## src/hdl/pwls_pkg.sv

```systemverilog
package pwls_pkg;

  // Number of ADC samples taken while one probe is driven (1 to 15).
  localparam int unsigned SAMPLES = 10;

  localparam int unsigned WAIT_W   = 16;
  localparam int unsigned ADC_W    = 10;
  localparam int unsigned CNT_W    = 4;
  localparam int unsigned DRIVE_W  = 4;
  localparam int unsigned LEVEL_W  = 3;
  localparam int unsigned CFG_IDX_W = 2;
  localparam int unsigned CFG_W    = 16;

  // Configuration register indexes.
  localparam logic [CFG_IDX_W-1:0] REG_WAIT_TICKS    = 2'd0;
  localparam logic [CFG_IDX_W-1:0] REG_WET_THRESHOLD = 2'd1;

  // Reset values of the configuration registers.
  localparam logic [WAIT_W-1:0] WAIT_TICKS_RST    = 16'd100;
  localparam logic [ADC_W-1:0]  WET_THRESHOLD_RST = 10'd34;

  // Command codes.
  localparam logic FUNC_TICK  = 1'b0;
  localparam logic FUNC_START = 1'b1;

  // Level codes.
  localparam logic [LEVEL_W-1:0] LVL_UNSET = 3'd0;
  localparam logic [LEVEL_W-1:0] LVL_DRY   = 3'd1;
  localparam logic [LEVEL_W-1:0] LVL_AT10  = 3'd2;
  localparam logic [LEVEL_W-1:0] LVL_AT30  = 3'd3;
  localparam logic [LEVEL_W-1:0] LVL_AT70  = 3'd4;
  localparam logic [LEVEL_W-1:0] LVL_AT100 = 3'd5;

  // Probe drive patterns.
  localparam logic [DRIVE_W-1:0] DRIVE_NONE = 4'b0000;
  localparam logic [DRIVE_W-1:0] DRIVE_100  = 4'b1000;
  localparam logic [DRIVE_W-1:0] DRIVE_70   = 4'b0100;
  localparam logic [DRIVE_W-1:0] DRIVE_30   = 4'b0010;
  localparam logic [DRIVE_W-1:0] DRIVE_10   = 4'b0001;

  typedef enum logic [3:0] {
    PH_IDLE  = 4'd0,
    PH_INIT  = 4'd1,
    PH_EN100 = 4'd2,
    PH_MS100 = 4'd3,
    PH_EN70  = 4'd4,
    PH_MS70  = 4'd5,
    PH_EN30  = 4'd6,
    PH_MS30  = 4'd7,
    PH_EN10  = 4'd8,
    PH_MS10  = 4'd9,
    PH_CLEAN = 4'd10
  } phase_t;

  typedef struct packed {
    logic             func;
    logic [ADC_W-1:0] adc_sample;
  } cmd_t;

  typedef struct packed {
    logic [DRIVE_W-1:0] probe_drive;
    logic [LEVEL_W-1:0] level_code;
    logic               busy_res;
    logic               start_rejected;
  } res_t;

endpackage

```

## src/hdl/probe_water_level_sequencer.sv

```systemverilog
// Probe water level sequencer.
//
// Command channel (cmd_valid, cmd_stall, cmd): each transaction is either a
// tick (one pass of the control loop, one millisecond) carrying the current
// ADC code, or a start command. Result channel (res_valid, res_stall, res):
// exactly one result transaction follows every command transaction, in order,
// showing the probe drive, the level code, the busy flag and whether a start
// was refused because a measurement was already running.
// Configuration: cfg_we writes cfg_data into the register chosen by cfg_index
// (0 = wait_ticks, 1 = wet_threshold); other indexes are ignored. Write only
// while the block is idle.
//
// A command is accepted into an input register, then the sequencer state and
// the result register are updated from it on the edge on which the result
// side is free. One command per cycle is sustained while the receiver does
// not stall; the only loop is the state update. When the receiver stalls,
// the result register holds its contents and the input register absorbs one
// more command before cmd_stall rises. Reset (rst, synchronous) empties both
// registers, releases all probes, sets the level to unknown and restores the
// configuration defaults.
module probe_water_level_sequencer
  import pwls_pkg::*;
(
  input  logic                 clk,
  input  logic                 rst,
  input  logic                 cmd_valid,
  output logic                 cmd_stall,
  input  cmd_t                 cmd,
  output logic                 res_valid,
  input  logic                 res_stall,
  output res_t                 res,
  input  logic                 cfg_we,
  input  logic [CFG_IDX_W-1:0] cfg_index,
  input  logic [CFG_W-1:0]     cfg_data
);

  // Configuration registers.
  logic [WAIT_W-1:0] wait_ticks;
  logic [ADC_W-1:0]  wet_threshold;

  // Input register.
  logic s1_valid;
  cmd_t s1_cmd;

  // Sequencer state and its next values.
  phase_t             phase, phase_next;
  logic [WAIT_W-1:0]  since_sample, since_sample_next;
  logic [CNT_W-1:0]   sample_count, sample_count_next;
  logic [ADC_W-1:0]   peak_code, peak_code_next;
  logic [LEVEL_W-1:0] level_result, level_result_next;
  logic [DRIVE_W-1:0] drive_bits, drive_bits_next;
  logic               rejected_next;

  logic               res_free;
  logic               s1_fire;
  logic               cmd_take;

  // Working values for a measure tick.
  logic               measuring;
  logic [LEVEL_W-1:0] probe_level;
  logic [WAIT_W-1:0]  elapsed;
  logic               take_sample;
  logic [ADC_W-1:0]   peak_new;
  logic [CNT_W-1:0]   count_new;

  assign res_free  = !res_valid || !res_stall;
  assign s1_fire   = s1_valid && res_free;
  assign cmd_stall = s1_valid && !res_free;
  assign cmd_take  = cmd_valid && !cmd_stall;

  // Level that a measure phase records if its probe is wet.
  always_comb begin
    measuring   = 1'b1;
    probe_level = LVL_UNSET;
    case (phase)
      PH_MS100: probe_level = LVL_AT100;
      PH_MS70:  probe_level = LVL_AT70;
      PH_MS30:  probe_level = LVL_AT30;
      PH_MS10:  probe_level = LVL_AT10;
      default:  measuring   = 1'b0;
    endcase
  end

  // The counter since the last sample saturates rather than wrapping.
  assign elapsed     = (&since_sample) ? since_sample : since_sample + 1'b1;
  assign take_sample = (sample_count < CNT_W'(SAMPLES)) && (elapsed >= wait_ticks);
  assign peak_new    = (take_sample && (s1_cmd.adc_sample > peak_code)) ?
                       s1_cmd.adc_sample : peak_code;
  assign count_new   = take_sample ? sample_count + 1'b1 : sample_count;

  always_comb begin
    phase_next        = phase;
    since_sample_next = since_sample;
    sample_count_next = sample_count;
    peak_code_next    = peak_code;
    level_result_next = level_result;
    drive_bits_next   = drive_bits;
    rejected_next     = 1'b0;

    if (s1_cmd.func == FUNC_START) begin
      if (phase == PH_IDLE) begin
        phase_next = PH_INIT;
      end else begin
        rejected_next = 1'b1;
      end
    end else if (measuring) begin
      since_sample_next = take_sample ? '0 : elapsed;
      peak_code_next    = peak_new;
      sample_count_next = count_new;
      if (count_new == CNT_W'(SAMPLES)) begin
        sample_count_next = '0;
        if (peak_new > wet_threshold) begin
          level_result_next = probe_level;
          phase_next        = PH_CLEAN;
        end else begin
          if (phase == PH_MS10) begin
            level_result_next = LVL_DRY;
          end
          phase_next = phase_t'(phase + 4'd1);
        end
      end
    end else begin
      case (phase)
        PH_IDLE: begin
        end
        PH_INIT: begin
          since_sample_next = '0;
          sample_count_next = '0;
          peak_code_next    = '0;
          level_result_next = LVL_UNSET;
          phase_next        = PH_EN100;
        end
        PH_EN100: begin
          drive_bits_next   = DRIVE_100;
          since_sample_next = '0;
          phase_next        = PH_MS100;
        end
        PH_EN70: begin
          drive_bits_next   = DRIVE_70;
          since_sample_next = '0;
          phase_next        = PH_MS70;
        end
        PH_EN30: begin
          drive_bits_next   = DRIVE_30;
          since_sample_next = '0;
          phase_next        = PH_MS30;
        end
        PH_EN10: begin
          drive_bits_next   = DRIVE_10;
          since_sample_next = '0;
          phase_next        = PH_MS10;
        end
        PH_CLEAN: begin
          drive_bits_next = DRIVE_NONE;
          phase_next      = PH_IDLE;
        end
        default: begin
          phase_next = PH_IDLE;
        end
      endcase
    end
  end

  // Control and sequencer state.
  always_ff @(posedge clk) begin
    if (rst) begin
      s1_valid      <= 1'b0;
      res_valid     <= 1'b0;
      wait_ticks    <= WAIT_TICKS_RST;
      wet_threshold <= WET_THRESHOLD_RST;
      phase         <= PH_IDLE;
      since_sample  <= '0;
      sample_count  <= '0;
      peak_code     <= '0;
      level_result  <= LVL_UNSET;
      drive_bits    <= DRIVE_NONE;
    end else begin
      if (cmd_take) begin
        s1_valid <= 1'b1;
      end else if (s1_fire) begin
        s1_valid <= 1'b0;
      end

      if (s1_fire) begin
        res_valid <= 1'b1;
      end else if (!res_stall) begin
        res_valid <= 1'b0;
      end

      if (cfg_we) begin
        case (cfg_index)
          REG_WAIT_TICKS:    wait_ticks    <= cfg_data[WAIT_W-1:0];
          REG_WET_THRESHOLD: wet_threshold <= cfg_data[ADC_W-1:0];
          default: begin
          end
        endcase
      end

      if (s1_fire) begin
        phase        <= phase_next;
        since_sample <= since_sample_next;
        sample_count <= sample_count_next;
        peak_code    <= peak_code_next;
        level_result <= level_result_next;
        drive_bits   <= drive_bits_next;
      end
    end
  end

  // Payload registers.
  always_ff @(posedge clk) begin
    if (cmd_take) begin
      s1_cmd <= cmd;
    end
    if (s1_fire) begin
      res.probe_drive    <= drive_bits_next;
      res.level_code     <= level_result_next;
      res.busy_res       <= (phase_next != PH_IDLE);
      res.start_rejected <= rejected_next;
    end
  end

  // A refused start can only be reported while a measurement is running.
  a_reject_busy: assert property (@(posedge clk) disable iff (rst)
    res_valid && res.start_rejected |-> res.busy_res)
    else $error("start refused while idle");

  // All probes are released whenever the sequencer is idle.
  a_idle_released: assert property (@(posedge clk) disable iff (rst)
    (phase == PH_IDLE) |-> (drive_bits == DRIVE_NONE))
    else $error("probe driven while idle");

  // At most one probe is driven at a time.
  a_one_probe: assert property (@(posedge clk) disable iff (rst)
    $onehot0(drive_bits))
    else $error("more than one probe driven");

  // The sample counter never passes the sample count.
  a_count_range: assert property (@(posedge clk) disable iff (rst)
    sample_count <= CNT_W'(SAMPLES))
    else $error("sample counter out of range");

  // A command left in the input register is processed once the result side frees.
  a_stage_drains: assert property (@(posedge clk) disable iff (rst)
    s1_valid && res_free |=> res_valid)
    else $error("input register did not produce a result");

endmodule
```

## config.mk

```make
export PLATFORM = sky130hd
export DESIGN_NAME = probe_water_level_sequencer
export DESIGN_NICKNAME = d
export VERILOG_FILES = /design/src/hdl/pwls_pkg.sv /design/src/hdl/probe_water_level_sequencer.sv
export SDC_FILE = /design/constraint.sdc
export NUM_CORES = 1
export LEC_CHECK = 0
export BUFFER_PORTS_ARGS = -buffer_cell sky130_fd_sc_hd__buf_4
export CORE_MARGIN = 8
export CORE_UTILIZATION = 30
export CTS_CLUSTER_DIAMETER = 60
export CTS_CLUSTER_SIZE = 25
export DETAILED_ROUTE_END_ITERATION = 12
export HOLD_SLACK_MARGIN = 0.02
export PLACE_DENSITY_LB_ADDON = 0.1
export SYNTH_ARGS = -nofsm -noshare
export SYNTH_HDL_FRONTEND = slang
export SYNTH_SLANG_ARGS = --single-unit
```

## constraint.sdc

```tcl
create_clock -name clk -period 14.4 [get_ports clk]
set_clock_uncertainty 0.15 [all_clocks]
set_input_delay 0.72 -clock clk [delete_from_list [all_inputs] [get_ports clk]]
set_output_delay 0.72 -clock clk [all_outputs]
set_load 0.1 [all_outputs]
```

==> impl_metrics.yaml <==
run_status:
  status: "finished, final reports clean"
logic_synthesis:
  synthSimpleGateAreaFrac_pct: 21.4
  avgSynthCellArea_um2: 8.53
  netlist_top_cells_count: "84 x nand2_1, 69 x dfxtp_1, 62 x nor2_1"
  synth_xor_area_share_pct: 2.04
  synthArstFlopShare_pct: 0
  synthDistinctLibCells: 77
  synth-main-ff-cell: "dfxtp_1"
  synthTopCellsByArea: "dfxtp_1 25%, edfxtp_1 11%, ha_1 9.4%"
  yosysMostFrequentCell: "nand2_1"
  synth_edf_count: 20
  syn_inst: 653
  syn-num-nets: 729
  synth_top_family_by_area: "simple AND/OR/NAND/NOR gates"
  synth-compound-area-share_pct: 20.8
  synth_area_um2: 5570
  yosys.area.top_type_share_pct: 24.8
  ys_seq_area_share_pct: 35.6
  ys_warn_count: 0
  synth_adder_area_share_pct: 9.43
  synthMuxAreaShare_pct: 4.92
  yosys.area.top_type: "dfxtp_1"
  synth_seq_cells: 89
grt:
  grt_use_total_pct: 12.9
  grt-ovfl-total: 0
  antenna_found_initial: 0
  grt_pass1_wl_um: 24200
  grt_max_degree: 55
  grt_pass1_vias: 4584
clock_network:
  cts_made_buffers: 9
  tritoncts: "built"
  cts_setup_buffers: 0
  htree_levels: 3
  cts.sinks: 89
  ctsResizeCount: 0
  cts_buffer_depth: 2
  clk_latency_ps: 360
  root_buffer: "clkbuf_16"
  cts_hold_buf: 0
  clkSlewWorstSetupHoldPaths_ps: 70
finish:
  diodes: 0
  nNetsFinal: 754
  fill_cells: 1919
  multi_input_area_um2: 3270
  final_layout_size_suffix_gt1_share_pct: 13.3
  area_growth_pct: 14.1
  finish.utilization_pct: 34.4
  final-seq-area_um2: 1980
critical_path:
  crit_path_max_incr_delay_ps: 810
  endpoint_kind: "flop"
  cp_max_fo: 21
  required_ps: 14360
  cp_cell_sequence: "nand4_1, nor4_4, nand2_2, and4_1, and3_1, xnor2_1, ha_1, nand2_1, or3_4, o221a_4, o21ai_4, nand4_4, mux2_4, ha_1, and3_1, o21ai_0, a31oi_1, o21bai_1, xor2_1, a221oi_1, a32o_1"
  slowest_stage: "o21bai_1"
  path_buf_inv: 0
  r2r_slack_ps: 7630
  cp.arrival_ps: 6730
  worstSetupStartpointType: "flop"
  crit_family: "simple AND/OR/NAND/NOR gates"
  critPathKind: "flop to flop"
drt:
  drc: 0
  routed_via_density: 5.15
  ant_nets: 0
  first_iter_violations: 317
  firstDrtPassIters: 4
  drt-total-wl_um: 14900
  wl_per_cell_um: 16.2
  vias: 4725
placement:
  dpl.hpwl_um: 10900
  gp_congestion: 0.818
  io_buffers: 44
die:
  pin_count: 45
  die_h_um: 152
  core_um2: 18500
  initial_core_util_pct: 30.2
  rows: 50
  dieArea_um2: 23200
  die_x_um: 152
sta:
  hold_violations: 0
  min_period_ps: 6770
  min_period_over_period_pct: 47.0
  slew_headroom_pct: 22.0
  rsz0062_at_grt: "no"
  slew_viol_final: 0
  setup_viol: 0
  fmax_ghz: 0.148
  fin_tns_setup_ps: 0
  tightest_slew_ps: 1160
power_and_ir_drop:
  leakage_uw: 0.00249
  power_per_cell_area_nw_per_um2: 89.7
  peakVddDrop_uv: 54.4
min_path:
  hold_class: "flop to flop"
job:
  max-cap-violations: 0
placed cells by master, fill, tap and decap left out, drive strengths merged, types with 5 or more instances in the layout:
cell type,instances
a21oi,54
ha,42
xnor2,11
edfxtp,20
nor2b,8
inv,51
dfxtp,69
buf,44
o211ai,5
and2,9
a22oi,7
a2bb2oi,11
a211oi,6
nor2,63
a31oi,9
and4,5
nand4,14
clkbuf,12
nand2b,11
nand3,19
nor3,6
o21ai,29
nand2,86
mux2,11
mux2i,12
o21bai,5
power breakdown:
| group | switching (µW) | internal (µW) |
|---|---|---|
| Clock | 108 | 133 |
| Sequential | 4.86 | 263 |
| Combinational | 41.0 | 20.7 |
| Total | 154 | 416 |
registers in the layout (all words and copies together), names as in the netlist, 9 cells and up:
| register | count |
|---|---|
| peak_code | 10 |
| res | 9 |
| s1_cmd | 11 |
| since_sample | 16 |
| wait_ticks | 16 |
| wet_threshold | 10 |
through the flow:
stage | total power, µW | hold WS, ps | setup slack, ps | instance area, µm² | cells
global placement | 335 | 296 | 7730 | 6060 | 901
detailed placement | 336 | 303 | 7570 | 6060 | 901
floorplan | 314 | 286 | 8950 | 5570 | 653
finish | 570 | 308 | 7630 | 6350 | 917
CTS | 578 | 312 | 7590 | 6350 | 917
global route | 595 | 334 | 7010 | 6350 | 917
path summary, 6_finish.rpt:
check                                      to  cells past startpoint                          from
setup / recovery             res[3]$_DFFE_PP_                     21  since_sample[4]$_SDFFE_PP0P_
hold / removal    wait_ticks[14]$_SDFFE_PP0P_                      2   wait_ticks[14]$_SDFFE_PP0P_
setup reg to reg             res[3]$_DFFE_PP_                     21  since_sample[4]$_SDFFE_PP0P_
hold reg to reg   wait_ticks[14]$_SDFFE_PP0P_                      2   wait_ticks[14]$_SDFFE_PP0P_
cell families (layout without fill, tap and decap cells):
kind of cell | after synthesis | after routing
and+or+nand+nor | 240 | 240
AOI/OAI and AO/OA | 168 | 168
DFF | 89 | 89
buffers and inverters | 78 | 108
adders and majority gates | 42 | 42
muxes | 23 | 23
xor gates and xnor gates | 13 | 13
layout make-up:
cell class,instances,share of cell area (%)
flip-flops and latches,89,31.2
clock inverters,4,0.512
clock buffers,12,4.19
inverters,48,2.84
multi-input cells,486,51.5
repair buffers,44,5.20
well taps,234,4.61
worst min-delay path, stage by stage (launching register included):
cell,delay [ps]
dfxtp_1,310
nand2_1,50
a21oi_1,50
per-layer routing:
metal / up-vias / wire, µm / track usage, %
li1: 2392 / - / -
met1: 2232 / 7140 / 17.0
met2: 84 / 6870 / 20.5
met3: 17 / 644 / 2.75
met4: 0 / 211 / 4.43
met5: - / 0 / 0
(Power assumes the default switching activity.)
